$ cat src/hw/rtl/tvnm_pkg.sv
package tvnm_pkg;

    // fixed field widths
    localparam int VEC_W     = 48;
    localparam int DIST_W    = 6;
    localparam int IDX_OUT_W = 6;
    localparam int CNT_OUT_W = 7;

    // function codes
    localparam logic [1:0] FUNC_INSERT = 2'd0;
    localparam logic [1:0] FUNC_SEARCH = 2'd1;
    localparam logic [1:0] FUNC_BOTH   = 2'd2;

    // input beat
    typedef struct packed {
        logic [1:0]       func;
        logic [VEC_W-1:0] vec_nonzero;
        logic [VEC_W-1:0] vec_negative;
    } t_in;

    // result beat
    typedef struct packed {
        logic                 found;
        logic [IDX_OUT_W-1:0] match_index;
        logic [DIST_W-1:0]    match_distance;
        logic [VEC_W-1:0]     match_nonzero;
        logic [VEC_W-1:0]     match_negative;
        logic [CNT_OUT_W-1:0] stored_count;
    } t_out;

    // query and running best handed from cell to cell
    typedef struct packed {
        logic              valid;
        logic              search;
        logic [VEC_W-1:0]  q_nz;
        logic [VEC_W-1:0]  q_ng;
        logic [DIST_W-1:0] best_cost;
        logic [VEC_W-1:0]  best_nz;
        logic [VEC_W-1:0]  best_ng;
    } t_link;

endpackage

$ cat src/hw/rtl/tvnm_cell.sv
module tvnm_cell #(
    parameter int CELL_INDEX = 0,
    parameter int IDX_W      = 6,
    parameter int CNT_W      = 7,
    parameter int VECTOR_LEN = 48
) (
    input  logic                          i_clk,
    input  logic                          i_rst_n,
    input  tvnm_pkg::t_link               i_link,
    input  logic [IDX_W-1:0]              i_best_idx,
    input  logic [CNT_W-1:0]              i_count,
    input  logic                          i_wr_en,
    input  logic [tvnm_pkg::VEC_W-1:0]    i_wr_nz,
    input  logic [tvnm_pkg::VEC_W-1:0]    i_wr_ng,
    output tvnm_pkg::t_link               o_link,
    output logic [IDX_W-1:0]              o_best_idx
);
    import tvnm_pkg::*;

    localparam logic [VEC_W-1:0] VEC_MASK = {VEC_W{1'b1}} >> (VEC_W - VECTOR_LEN);

    logic [VEC_W-1:0]  r_slot_nz;
    logic [VEC_W-1:0]  r_slot_ng;
    t_link             r_link;
    t_link             n_link;
    logic [IDX_W-1:0]  r_idx;
    logic [IDX_W-1:0]  n_idx;
    logic              w_active;
    logic [VEC_W-1:0]  w_diff;
    logic [DIST_W-1:0] w_dist;

    // stored slot, written only by an insert
    always_ff @(posedge i_clk) begin
        if (i_wr_en) begin
            r_slot_nz <= i_wr_nz;
            r_slot_ng <= i_wr_ng;
        end
    end

    // distance of the passing query to this slot
    assign w_active = i_link.search && (CNT_W'(CELL_INDEX) < i_count);
    assign w_diff   = ((i_link.q_nz ^ r_slot_nz) | (i_link.q_ng ^ r_slot_ng)) & VEC_MASK;
    assign w_dist   = DIST_W'($countones(w_diff));

    // keep the running best, strict compare so the lower slot wins a tie
    always_comb begin
        n_link = i_link;
        n_idx  = i_best_idx;
        if (w_active && (w_dist < i_link.best_cost)) begin
            n_link.best_cost = w_dist;
            n_link.best_nz   = r_slot_nz;
            n_link.best_ng   = r_slot_ng;
            n_idx            = IDX_W'(CELL_INDEX);
        end
    end

    // hand on to the next cell
    always_ff @(posedge i_clk) begin
        if (!i_rst_n) begin
            r_link <= '0;
        end else begin
            r_link <= n_link;
        end
        r_idx <= n_idx;
    end

    assign o_link     = r_link;
    assign o_best_idx = r_idx;

endmodule

$ cat config.mk
export PLATFORM = sky130hd
export DESIGN_NAME = tvnm_cell
export DESIGN_NICKNAME = d
export VERILOG_FILES = /design/src/hw/rtl/tvnm_pkg.sv /design/src/hw/rtl/tvnm_cell.sv
export SDC_FILE = /design/constraint.sdc
export NUM_CORES = 1
export LEC_CHECK = 0
export BUFFER_PORTS_ARGS = -buffer_cell sky130_fd_sc_hd__buf_2
export CORE_AREA = 3 3 203 205
export DETAILED_ROUTE_END_ITERATION = 10
export DIE_AREA = 0 0 206 208
export SYNTH_ARGS = -nofsm -noshare
export SYNTH_HDL_FRONTEND = slang
export SYNTH_SLANG_ARGS = --single-unit
$ cat constraint.sdc
create_clock -name i_clk -period 10.4 [get_ports i_clk]
set_input_delay 0 -clock i_clk [delete_from_list [all_inputs] [get_ports i_clk]]
set_output_delay 0 -clock i_clk [all_outputs]
set_load 0.02 [all_outputs]
=== Word-level counts from Yosys, hierarchy flattened ===
Cells that the tools add are included.

* Register bits after elaboration: 302
* Input bits: 312
* Word-level logic and storage cells: 65

* Add/sub/neg operators: 47
* $lt $le $gt $ge: 2
* Muxes and demuxes: 1
* Bitwise operators: 3
* Reductions and logical operators: 2

{| class="wikitable"
|+ Operators by type and width
! cell !! number
|-
| $mux 102 || 1
|-
| $xor 48x48->48 || 2
|-
| $add 1x1->2 || 24
|-
| $or 48x48->48 || 1
|-
| $add 2x2->3 || 12
|-
| $add 3x3->4 || 6
|-
| $add 4x4->5 || 3
|-
| $lt 1x7->1 const A || 1
|-
| $add 5x5->6 || 1
|-
| $add 6x5->6 || 1
|-
| $lt 6x6->1 || 1
|-
| $logic_and 1x1->1 || 2
|}

=== Longest topological paths before layout ===
* Word-level depth: 11
* Depth in mapped cells: 29
* Gate-level depth less buffers: 26

=== Worst setup path before layout ===
Ideal clock, no wire load.

* Path type: flip-flop to flip-flop
* Start: register r_slot_nz[25]
* End: register r_link (netlist bit o_link[90])
* Setup time: 131 ps
* Data arrival time: 6558 ps
* Path slack: 3711 ps
* Stages on the path, launching flop included: 27
* Clock period less this slack: 6689 ps
* Path through: edfxtp_1 -> xnor2_1 -> nand2_1 -> fa_1 -> inv_1 -> fa_1 -> fa_1 -> inv_1 -> fa_1 -> fa_1 -> fa_1 -> inv_1 -> fa_1 -> inv_1 -> ha_1 -> a211oi_1 -> nor3b_1 -> o21ai_0 -> nand2b_1 -> ha_1 -> a221oi_2 -> o221ai_2 -> buf_6 -> buf_12 -> buf_8 -> nand3_1 -> o21ai_0

* Cells in the longest elaborated chain, start to end: 11

{| class="wikitable"
|+ RTL lines
! item !! RTL line !! RTL
|-
| from (decl) || tvnm_cell.sv:22 || <nowiki>logic [VEC_W-1:0] r_slot_nz;</nowiki>
|-
| from (signal assigned) || tvnm_cell.sv:35 || <nowiki>r_slot_nz <= i_wr_nz;</nowiki>
|-
| $xor 48x48->48 || tvnm_cell.sv:42 || <nowiki>assign w_diff = ((i_link.q_nz ^ r_slot_nz) | (i_link.q_ng ^ r_slot_ng)) & VEC_MASK;</nowiki>
|-
| $or 48x48->48 || tvnm_cell.sv:42 ||
|-
| $add 1x1->2 (implied by the code) || tvnm_cell.sv:43 || <nowiki>assign w_dist = DIST_W'($countones(w_diff));</nowiki>
|-
| $add 2x2->3 (implied by the code) || tvnm_cell.sv:43 ||
|-
| $add 3x3->4 (implied by the code) || tvnm_cell.sv:43 ||
|-
| $add 4x4->5 (implied by the code) || tvnm_cell.sv:43 ||
|-
| $add 5x5->6 (implied by the code) || tvnm_cell.sv:43 ||
|-
| $add 6x5->6 (implied by the code) || tvnm_cell.sv:43 ||
|-
| $lt 6x6->1 || tvnm_cell.sv:49 || <nowiki>if (w_active && (w_dist < i_link.best_cost)) begin</nowiki>
|-
| $logic_and 1x1->1 || tvnm_cell.sv:49 ||
|-
| $mux 102 || tvnm_cell.sv:49 ||
|-
| to (signal assigned) || tvnm_cell.sv:62 || <nowiki>r_link <= n_link;</nowiki>
|-
| to (decl) || tvnm_cell.sv:24 || <nowiki>t_link r_link;</nowiki>
|}

Every way passes these cells.
A chain may end at the register's enable or synchronous reset.

=== Worst setup path in the final report ===
* Start: register r_slot_ng[31]
* End: register r_link (netlist bit o_link[11])

* Cells in the longest elaborated chain, start to end: 11

{| class="wikitable"
|+ RTL lines
! item !! RTL line !! RTL
|-
| from (decl) || tvnm_cell.sv:23 || <nowiki>logic [VEC_W-1:0] r_slot_ng;</nowiki>
|-
| from (signal assigned) || tvnm_cell.sv:36 || <nowiki>r_slot_ng <= i_wr_ng;</nowiki>
|-
| $xor 48x48->48 || tvnm_cell.sv:42 ||
|-
| $or 48x48->48 || tvnm_cell.sv:42 ||
|-
| $add 1x1->2 (implied by the code) || tvnm_cell.sv:43 ||
|-
| $add 2x2->3 (implied by the code) || tvnm_cell.sv:43 ||
|-
| $add 3x3->4 (implied by the code) || tvnm_cell.sv:43 ||
|-
| $add 4x4->5 (implied by the code) || tvnm_cell.sv:43 ||
|-
| $add 5x5->6 (implied by the code) || tvnm_cell.sv:43 ||
|-
| $add 6x5->6 (implied by the code) || tvnm_cell.sv:43 ||
|-
| $lt 6x6->1 || tvnm_cell.sv:49 ||
|-
| $logic_and 1x1->1 || tvnm_cell.sv:49 ||
|-
| $mux 102 || tvnm_cell.sv:49 ||
|}

Every way passes these cells.

==> impl_metrics.yaml <==
synth:
  yosys.area.top_type: "dfxtp_1"
  synth_area_leaders: "dfxtp_1 (35%), edfxtp_1 (25%), fa_1 (6.6%)"
  ys.flop_type: "dfxtp_1"
  synth-async-reset-ratio: 0
  synth_edf_count: 96
  yosysUniqueCellTypes: 28
  syn_area_per_cell_sq_um: 11.4
  ys_seq_area_frac: 0.596
  ys_ff_latch: 302
  synth_top_area_frac: 0.351
  syn_area_sq_um: 11800
  synth.most_common_cell: "dfxtp_1"
  synth_common_cells: "dfxtp_1 (206), nand2_1 (138), and2_1 (104), nand3_1 (100), edfxtp_1 (96)"
  yosysWarningCount: 0
  syn-num-nets: 1401
  syn_inst: 1035
final_layout:
  nNetsFinal: 2206
  multi_input_area_sq_um: 4210
  seqCellArea_sq_um: 7010
  drive_gt1_frac: 0.309
  fillers: 3547
  finalNonFillerCells: 2391
  final_util: 0.474
  syn_to_final_growth_pct: 59.9
critical_path:
  ff2ff_path_depth: 24
  worstSetupStartpointType: "flip-flop"
  reg2reg_slack_ns: 2.45
  r2r_end: "o_link[11]"
  endpoint_kind: "flip-flop"
  r2r-start: "r_slot_ng[31]"
  required_ns: 10.77
  cp.arrival_ns: 8.32
  critPathMaxFanout: 73
  crit_type: "reg2reg"
timing:
  fin_ws_ns: 2.45
  tightest_slew_ns: 0.943
  tns_ns: 0
  rsz0062_at_grt: "false"
  setup_viol: 0
  slew_headroom: 0.372
  period_share: 0.764
  hold_viol_final: 0
  final.min_clock_period_ns: 7.95
  fin_skew_ns: 0.0183
  slew_viol_final: 0
  fmax_mhz: 126
die:
  initial_core_util: 0.296
  dieArea_sq_um: 42800
  die_w_um: 206
  io_pins: 518
  fp.dieH_um: 208
  coreArea_sq_um: 39600
  rows: 73
clocking:
  cts_made_buffers: 34
  ctsLongestPathBuffers: 3
  cts_root_buffer: "clkbuf_16"
  clock_latency_ns: 0.53
  cts_tree: "built"
  path_clk_slew_ns: 0.06
  htree_num_levels: 2
  clkSinkCount: 302
  cts_resized: 0
drt:
  routed-via-count: 10300
  wirelength_mm: 43.1
  drc_errors: 0
  drtIter0Drc: 382
  dr.pass1.iters: 5
  drtAntennaViolNets: 0
  wire_per_inst_um: 18.0
  drt-vias-per-instance: 4.30
grt:
  grt_pass1_vias: 11200
  grtUsageTotal: 0.195
  overflow: 0
  antenna_found_initial: 1
  grt_max_degree: 143
  grt_pass1_wl_mm: 64.0
min_path:
  min_from: "i_wr_en"
  min_to: "r_slot_nz[24]"
  hold_depth: 1
  worst_hold_path_type: "in2reg"
place:
  io_buffers: 517
  globalplace.congestion: 0.838
  dp.cells: 2027
  place_ws_ns: 2.49
  dpl.hpwl_mm: 30.4
status:
  status: "finished, final reports clean"
run:
  cap_violations: 0
==> logic make-up (layout without fill, tap and decap cells) <==
kind of cell,after synthesis,count (layout),synth area share
AND/OR/NAND/NOR,367,367,0.152
flip-flops,302,302,0.596
AO/OA/AOI/OAI,109,109,0.0492
buffers and inverters,104,934,0.0461
XOR/XNOR,99,99,0.0738
adder cells (fa/ha/maj),54,54,0.0824
other,0,1,0
==> stage by stage <==
step                      instance area, sq um  hold slack (ns)
after global routing                     18800           0.0139
after floorplan                          11800           0.0989
after detailed placement                 14700            0.178
final                                    18800          0.00856
after global placement                   14700            0.177
after CTS                                18800          0.00527
==> per-layer routing <==
layer / share of wire / GRT usage / vias to the layer above
li1: - / - / 4991
met1: 0.39 / 0.220 / 4749
met2: 0.51 / 0.353 / 451
met3: 0.070 / 0.0446 / 82
met4: 0.035 / 0.0803 / 0
met5: 0 / 0 / -
==> state kept, by name, indices dropped and copies added, names as in the netlist <==
name and count:
r_slot_nz 48, r_slot_ng 48, o_best_idx 6, o_link 200
==> worst max path at each step <==
stage	startpoint	end	slack (ns)	depth (start not counted)
after detailed placement	r_slot_ng[25]	o_link[35]	2.49	24
after floorplan	r_slot_nz[25]	o_link[90]	3.71	26
after CTS	r_slot_nz[19]	o_link[35]	2.45	24
after global routing	r_slot_ng[23]	o_link[30]	1.95	25
after global placement	r_slot_ng[35]	o_link[35]	2.67	25
final	r_slot_ng[31]	o_link[11]	2.45	24
==> layout by cell type (no fill, tap or decap), types with 11 or more instances in the layout <==
master         Yosys  final
ha_1              15     15
clkbuf_1          32     11
dlygate4sd3_1      0    302
fa_1              39     39
o21ai_1           47     47
o21ai_0           54     54
xor2_1            28     28
buf_2             12    515
clkbuf_16          0     36
xnor2_1           71     71
dfxtp_1          206    206
nand2_1          138    138
edfxtp_1          96     96
nor2_1            17     17
inv_1             48     48
nand3_1          100    100
and2_1           104    104
==> critical path: stages (launching register included) <==
cell      delay (ns)
edfxtp_1        0.41
xnor2_1         0.21
nand2_1         0.17
fa_1            0.51
fa_1            0.61
inv_1           0.09
fa_1            0.46
fa_1            0.50
inv_1           0.06
fa_1            0.47
fa_1            0.54
inv_1           0.05
fa_1            0.61
inv_1           0.06
ha_1            0.29
a211oi_1        0.32
nor3b_1         0.10
o21ai_0         0.17
nand2b_1        0.11
ha_1            0.35
nand4_1         0.16
o221ai_4        0.21
buf_4           0.43
buf_4           0.63
o21ai_0         0.23
==> timing repair <==
action / 4_1_cts / 5_1_grt
hold buffers: 302 / 0
hold endpoints to repair: 302 / 0
buffers inserted: 0 / 0
endpoints found under the setup margin: 0 / 0
==> layout make-up <==
class,count,area share
clock inverters,8,0.00233
diodes,1,0.000133
repair buffers,825,0.301
inverters,48,0.00959
flip-flops and latches,302,0.373
multi-input cells,629,0.224
well taps,525,0.0349
clock buffers,53,0.0545
Power is left out: the tool's default activity adds up to more than one toggle a clock period on the data nets, which glitch-free logic cannot reach.
